$ cat config.mk
export PLATFORM = sky130hd
export DESIGN_NAME = rgbc_ctrl
export DESIGN_NICKNAME = d
export VERILOG_FILES = /design/src/rtl/rgbc_pkg.sv /design/src/rtl/rgbc_ctrl.sv
export SDC_FILE = /design/constraint.sdc
export NUM_CORES = 1
export LEC_CHECK = 0
export BUFFER_PORTS_ARGS = -buffer_cell sky130_fd_sc_hd__buf_4
export CAP_MARGIN = 20
export CORE_AREA = 2 2 39 41
export CTS_CLUSTER_SIZE = 40
export DETAILED_ROUTE_END_ITERATION = 10
export DIE_AREA = 0 0 41 43
export GPL_TIMING_DRIVEN = 0
export RECOVER_POWER = 50
export SLEW_MARGIN = 15
export SYNTH_ARGS = -nofsm -noshare
export SYNTH_HDL_FRONTEND = slang
export SYNTH_SLANG_ARGS = --single-unit
$ cat constraint.sdc
create_clock -name i_clk -period 1.5 [get_ports i_clk]
set_input_delay 0 -clock i_clk [delete_from_list [all_inputs] [get_ports i_clk]]
set_output_delay 0 -clock i_clk [all_outputs]
set_load 0.01 [all_outputs]
$ cat src/rtl/rgbc_pkg.sv
// ----------------------------------------------------------------------------
// rgbc_pkg
// Shared types, constants and helpers of the normalised RGB 3x3 convolution.
// ----------------------------------------------------------------------------
package rgbc_pkg;

    localparam int MAX_WIDTH_DEF  = 1024;
    localparam int MAX_HEIGHT_DEF = 4096;

    localparam int ROW_W = 29;
    localparam logic [ROW_W-1:0] ROW_SAT = 29'h1000_0000;

    localparam int CFG_IDX_W  = 3;
    localparam int CFG_DATA_W = 24;

    localparam logic [CFG_IDX_W-1:0] CFG_WIDTH = 3'd0;
    localparam logic [CFG_IDX_W-1:0] CFG_HEIGHT = 3'd1;
    localparam logic [CFG_IDX_W-1:0] CFG_K_TOP = 3'd2;
    localparam logic [CFG_IDX_W-1:0] CFG_K_MID = 3'd3;
    localparam logic [CFG_IDX_W-1:0] CFG_K_BOT = 3'd4;

    localparam logic [10:0] RST_WIDTH  = 11'd640;
    localparam logic [12:0] RST_HEIGHT = 13'd480;
    localparam logic [23:0] RST_K_TOP  = 24'h000000;
    localparam logic [23:0] RST_K_MID  = 24'h000100;
    localparam logic [23:0] RST_K_BOT  = 24'h000000;

    localparam logic REQ_PIXEL = 1'b0;
    localparam logic REQ_FLUSH = 1'b1;

    localparam int ACC_W = 21;
    localparam int SUM_W = 12;
    localparam int DVS_W = 11;
    localparam int Q_W   = 19;
    localparam int REM_W = 12;
    localparam logic [4:0] DIV_LAST = 5'd18;

    typedef struct packed {
        logic       req_type;
        logic [7:0] red_in;
        logic [7:0] green_in;
        logic [7:0] blue_in;
    } t_in_req;

    typedef struct packed {
        logic [7:0] red_out;
        logic [7:0] green_out;
        logic [7:0] blue_out;
    } t_out_res;

    typedef enum logic [3:0] {
        S_IDLE,
        S_DECIDE,
        S_SHIFT,
        S_MUL,
        S_CMP,
        S_MAC,
        S_DIV_INIT,
        S_DIV,
        S_PUT
    } t_state;

    typedef struct packed {
        logic start;
        logic read;
        logic shift;
        logic mul;
        logic mac_init;
        logic mac_step;
        logic div_init;
        logic div_step;
        logic put;
    } t_cmd;

    typedef struct packed {
        logic skip;
        logic emit;
        logic mac_last;
        logic div_last;
        logic out_full;
    } t_stat;

    function automatic logic signed [7:0] coef(input logic [23:0] row, input logic [1:0] idx);
        logic signed [7:0] k;
        unique case (idx)
            2'd0:    k = signed'(row[7:0]);
            2'd1:    k = signed'(row[15:8]);
            2'd2:    k = signed'(row[23:16]);
            default: k = 8'sd0;
        endcase
        return k;
    endfunction

endpackage

$ cat src/rtl/rgbc_ctrl.sv
// ----------------------------------------------------------------------------
// rgbc_ctrl
// Sequencer: steps one request through window update, timing check,
// multiply-accumulate, division and result hand-off.
// ----------------------------------------------------------------------------
module rgbc_ctrl (
    input  logic           i_clk,
    input  logic           i_rst_n,
    input  logic           i_in_valid,
    output logic           o_in_ready,
    input  rgbc_pkg::t_stat i_stat,
    output rgbc_pkg::t_cmd  o_cmd
);
    import rgbc_pkg::*;

    t_state r_state, n_state;

    always_ff @(posedge i_clk) begin
        if (!i_rst_n) begin
            r_state <= S_IDLE;
        end else begin
            r_state <= n_state;
        end
    end

    always_comb begin
        n_state = r_state;
        unique case (r_state)
            S_IDLE:     if (i_in_valid) n_state = S_DECIDE;
            S_DECIDE:   n_state = i_stat.skip ? S_IDLE : S_SHIFT;
            S_SHIFT:    n_state = S_MUL;
            S_MUL:      n_state = S_CMP;
            S_CMP:      n_state = i_stat.emit ? S_MAC : S_IDLE;
            S_MAC:      if (i_stat.mac_last) n_state = S_DIV_INIT;
            S_DIV_INIT: n_state = S_DIV;
            S_DIV:      if (i_stat.div_last) n_state = S_PUT;
            S_PUT:      if (!i_stat.out_full) n_state = S_IDLE;
            default:    n_state = S_IDLE;
        endcase
    end

    always_comb begin
        o_in_ready = (r_state == S_IDLE);
        o_cmd      = '0;
        unique case (r_state)
            S_IDLE:     o_cmd.start = i_in_valid;
            S_DECIDE:   o_cmd.read = 1'b1;
            S_SHIFT:    o_cmd.shift = 1'b1;
            S_MUL:      o_cmd.mul = 1'b1;
            S_CMP:      o_cmd.mac_init = 1'b1;
            S_MAC:      o_cmd.mac_step = 1'b1;
            S_DIV_INIT: o_cmd.div_init = 1'b1;
            S_DIV:      o_cmd.div_step = 1'b1;
            S_PUT:      o_cmd.put = !i_stat.out_full;
            default:    o_cmd = '0;
        endcase
    end

endmodule

==> results_dict.tcl, run 1 <==
set metrics [dict create \
    yosysSeqAreaShare 0.225 \
    cts_buffers 3 \
    slew_headroom 0.730 \
    leakage_nw 0.229 \
    whs_ps 28.4 \
    fin_crit_sh 0.910 \
    initial_core_util 0.258 \
    dpl.cell_count 77 \
    clk_pin_slew_ps 40 \
    drcViolationCount 0 \
    hpwl_um 650 \
    grt_pass1_vias 304 \
    vias 376 \
    grt_pass1_wl_um 1210 \
    clk_latency_ps 230 \
    dpl_cell_area_sq_um 504 \
    cts_resized 0 \
    ff2ff_path_depth 4 \
    synth-seq-cells 4 \
    crit_start "r_state[0]" \
    preCtsSetupSlack_ps 338 \
    initialDrtViolationCount 7 \
    top_regs "r_state (4)" \
    ioPinCount 18 \
    clock-sinks 4 \
    hp-start "i_rst_n" \
    htree_levels 1 \
    dieArea_sq_um 1760 \
    end_kind "primary output" \
    start_kind "flip-flop" \
    overflow 0 \
    n_antenna_cell 0 \
    slew_viol_final 0 \
    root_buffer "clkbuf_4" \
    reg2reg_from "r_state[0]" \
    tightest_slew_ps 405 \
    finalSetupViolations 0 \
    rsz0062_at_grt "false" \
    regMostFlops "r_state" \
    grt_start_max_net_pins 11 \
    worstPathMaxFanout 10 \
    r2r-end "r_state[1]" \
    wl_um 833 \
    die_y_um 43 \
    wire_per_inst_um 10.4 \
    syn_nets 52 \
    synth_area_sq_um 357 \
    synth_cells 44 \
    core_area_sq_um 1380 \
    powerDensity_nw_per_um2 647 \
    syn2layout_area_growth_pct 44.6 \
    post_cts_buffers 0 \
    row_count 14 \
    ys_types 31 \
    track_usage 0.103 \
    fin_cells 80 \
    hold_viol_final 0 \
    peakVddDrop_mv 0.433 \
    hold_depth 3 \
    fp.dieW_um 41 \
    drt-vias-per-instance 4.70 \
    skew_ps 0.928 \
    maxCapViolCount 0 \
    finalWeightedCongestion 0.737 \
    postLayoutCellArea_sq_um 515 \
    crit_required_ps 1500 \
    largest_reg_flops 4 \
    regToRegSetupSlack_ps 340 \
    layout.nets 74 \
    dr.pass1.iters 4 \
    clock.fmax_ghz 0.733 \
    outcome "complete, no violations" \
    yosysWarnings 0 \
    hold_buffers 0 \
    critPathArrivalTime_ps 1370 \
    cts.path.max_buffers 2 \
    avgSynthCellArea_sq_um 8.10 \
    hp-class "input port to flip-flop" \
    setup_slack_ps 135 \
    antenna_left 0 \
    port-buffer-count 17 \
    worstSetupPathType "flip-flop to primary output" \
    setup_tns_ps 0 \
    period_minus_slack_ps 1370 \
    hold-path-endpoint "r_state[1]" \
    drive_gt1_frac 0.406 \
    cts_tree "yes" \
    antenna_found_initial 0 \
]
## cell usage in the layout, fill, tap and decap left out, types with 2 or more instances in the layout
cell and count:
o21ai_0 2, nand2b_1 2, nor3_1 3, buf_4 15
a21oi_1 2, nand2_1 2, dfxtp_1 4, clkbuf_1 4
clkbuf_4 3, nor2_1 4, nand3_1 2
## area by class of cell
cell class | instances | area [sq um]
Inverter | 1 | 3.75
Multi-Input combinational cell | 35 | 245
Fill cell | 149 | 868
Clock buffer | 3 | 22.5
Sequential cell | 4 | 80.1
Timing Repair Buffer | 17 | 116
Buffer | 4 | 27.5
Tap cell | 16 | 20.0
## worst max-delay path: stages, from the launching register on
cell and delay [ps]:
dfxtp_1 300, buf_2 170, or2_4 280, nor3_2 130, and2_1 140, buf_4 110
## worst max path at each step
stage | end | slack, ps | depth (start not counted)
after floorplan | o_cmd[8] | 390 | 4
after global placement | r_state[1] | 360 | 4
after detailed placement | r_state[1] | 340 | 4
after CTS | o_cmd[8] | 120 | 5
after global routing | o_cmd[8] | 40 | 5
final | o_cmd[8] | 130 | 5
## Yosys cell counts, drive strengths merged
master  instances  area share
a21o            1       0.021
a21oi           2       0.028
a31oi           1       0.018
and2            1       0.018
and2b           1       0.021
and3            1       0.032
and4b           1       0.028
buf             3       0.067
clkbuf          1       0.011
dfxtp           4        0.22
inv             1       0.011
mux2            1       0.032
mux2i           1       0.028
nand2           2       0.021
nand2b          2       0.035
nand3           2       0.028
nand3b          1       0.021
nor2            4       0.042
nor2b           1       0.018
nor3            4       0.070
nor4b           2       0.067
o211ai          1       0.021
o21a            1       0.021
o21ai           2       0.028
o41ai           1       0.046
or2             1       0.025
or2b            1       0.021
## cells by family (layout without fill, tap and decap cells)
family,after synthesis,after routing,share of synthesized area
flip-flops,4,4,0.225
buffers and inverters,5,25,0.0877
multiplexers,2,2,0.0596
AO/OA/AOI/OAI,9,9,0.183
AND/OR/NAND/NOR,24,24,0.446
## where the power goes
group / switching (mW) / leakage (nW) / internal [mW]
Combinational: 0.0418 / 0.183 / 0.0466
Clock: 0.0428 / 0.0138 / 0.0894
Sequential: 0.00176 / 0.0326 / 0.111
## metrics by stage
stage	util	power, mW
after global placement	0.364	0.205
after detailed placement	0.364	0.206
after global routing	0.373	0.359
after floorplan	-	0.166
final	0.373	0.333
after CTS	0.381	0.344
## metal layers
metal,up-vias,part of all wire,track usage
met4,0,0,0.0200
met5,-,0,0
li1,198,-,-
met3,0,0.084,0.0628
met2,14,0.45,0.147
met1,164,0.46,0.132
Note: power is estimated with default switching activity, not from simulation.
==> run 2: changes to the inputs <==
--- a/config.mk
+++ b/config.mk
@@ -5,13 +5,14 @@
 export SDC_FILE = /design/constraint.sdc
 export NUM_CORES = 1
 export LEC_CHECK = 0
-export BUFFER_PORTS_ARGS = -buffer_cell sky130_fd_sc_hd__buf_4
+export BUFFER_PORTS_ARGS = -buffer_cell sky130_fd_sc_hd__buf_2
 export CAP_MARGIN = 20
 export CORE_AREA = 2 2 39 41
 export CTS_CLUSTER_SIZE = 40
 export DETAILED_ROUTE_END_ITERATION = 10
 export DIE_AREA = 0 0 41 43
 export GPL_TIMING_DRIVEN = 0
+export MAX_ROUTING_LAYER = met4
 export RECOVER_POWER = 50
 export SLEW_MARGIN = 15
 export SYNTH_ARGS = -nofsm -noshare
==> results_dict.tcl, run 2 (synthesis results as in run 1) <==
set metrics [dict create \
    crit_required_ps 1500 \
    maxCapViolCount 0 \
    cts_buffers 3 \
    ff2ff_path_depth 4 \
    skew_ps 1.03 \
    cts_tree "yes" \
    ioPinCount 18 \
    cts.path.max_buffers 2 \
    antenna_found_initial 0 \
    initial_core_util 0.258 \
    fin_crit_sh 0.910 \
    largest_reg_flops 4 \
    syn2layout_area_growth_pct 31.2 \
    postLayoutCellArea_sq_um 468 \
    cp_top_family "simple AND/OR/NAND/NOR gates" \
    drcViolationCount 0 \
    worstSetupPathType "flip-flop to primary output" \
    critPathArrivalTime_ps 1360 \
    whs_ps 55.9 \
    htree_levels 1 \
    path_common_cell "buf_2" \
    top_regs "r_state (4)" \
    leakage_nw 0.220 \
    period_minus_slack_ps 1360 \
    powerDensity_nw_per_um2 682 \
    grt_start_max_net_pins 11 \
    cp.depth 5 \
    start_kind "flip-flop" \
    root_buffer "clkbuf_4" \
    layout.nets 74 \
    cts_resized 0 \
    post_cts_buffers 0 \
    rsz0062_at_grt "false" \
    setup_tns_ps 0 \
    layout_commonest_cell "buf_2" \
    dpl_cell_area_sq_um 462 \
    grt_pass1_vias 304 \
    tightest_slew_ps 383 \
    hpwl_um 619 \
    hp-class "input port to flip-flop" \
    slew_viol_final 0 \
    worstPathMaxFanout 10 \
    n_antenna_cell 0 \
    reg2reg_from "r_state[0]" \
    antenna_left 0 \
    end_kind "primary output" \
    die_y_um 43 \
    vias 381 \
    crit_start "r_state[0]" \
    max_stage_delay_ps 300 \
    fp.dieW_um 41 \
    cp_cell_sequence "buf_2 > or2_4 > nor3_2 > and2_1 > buf_2" \
    regMostFlops "r_state" \
    drive_gt1_frac 0.406 \
    wire_per_inst_um 10.4 \
    overflow 0 \
    most-common-layout-cells "buf_2 (16), nor2_1 (4), dfxtp_1 (4)" \
    finalSetupViolations 0 \
    path_buf_inv 2 \
    port-buffer-count 17 \
    slew_headroom 0.745 \
    hold_depth 3 \
    dieArea_sq_um 1760 \
    outcome "complete, no violations" \
    hold_buffers 0 \
    dr.pass1.iters 2 \
    grt_pass1_wl_um 1290 \
    core_area_sq_um 1380 \
    clk_latency_ps 230 \
    peakVddDrop_mv 0.422 \
    clock.fmax_ghz 0.733 \
    worst_path_max_delay_cell "dfxtp_1" \
    drt-vias-per-instance 4.76 \
    clk_pin_slew_ps 40 \
    clock-sinks 4 \
    wl_um 828 \
    finalWeightedCongestion 0.742 \
    track_usage 0.109 \
    hp-start "i_rst_n" \
    row_count 14 \
    initialDrtViolationCount 3 \
    hold_viol_final 0 \
]
-- run 2: cell counts in the layout (fill, tap and decap cells not counted) --
Identical to the previous run, type by type.
-- run 2: metrics by stage --
stage | utilization | worst slack [ps] | std cells | power, mW
after floorplan | - | 389 | 44 | 0.166
after global placement | 0.334 | 364 | 77 | 0.193
final | 0.338 | 136 | 80 | 0.319
after detailed placement | 0.334 | 333 | 77 | 0.195
after global routing | 0.338 | 62.1 | 80 | 0.351
after CTS | 0.350 | 126 | 80 | 0.332
-- run 2: path summary, 6_finish.rpt --
path                                   end  slack, ps
worst max-delay path              o_cmd[8]        140
worst min-delay path            r_state[1]         60
worst max register to register  r_state[1]        250
worst min register to register  r_state[0]        620
-- run 2: layout make-up --
| type | instances | area (sq um) |
|---|---|---|
| fill | 157 | 916 |
| clock buffer | 3 | 22.5 |
| timing repair buffer | 17 | 82.6 |
| sequential | 4 | 80.1 |
| buffer | 4 | 25.0 |
| inverter | 1 | 3.75 |
| multi-input combinational | 35 | 234 |
| tap | 16 | 20.0 |
-- run 2: worst reg2reg max path, stage by stage, from the launching register on --
cell and delay, ps:
dfxtp_1 300, buf_2 170, or2b_1 260, o21a_1 120
o41ai_1 280
-- run 2: routing by layer --
metal / up-vias / GRT usage / routed length, um
met5: - / - / 0
met4: 0 / 0.0200 / 0
met3: 0 / 0.0628 / 84
met2: 18 / 0.144 / 347
met1: 165 / 0.144 / 396
li1: 198 / - / -
-- run 2: where the power goes --
group          leakage (nW)  switching (mW)  internal [mW]
combinational         0.174          0.0412         0.0367
sequential           0.0326         0.00180          0.111
clock                0.0138          0.0392         0.0892
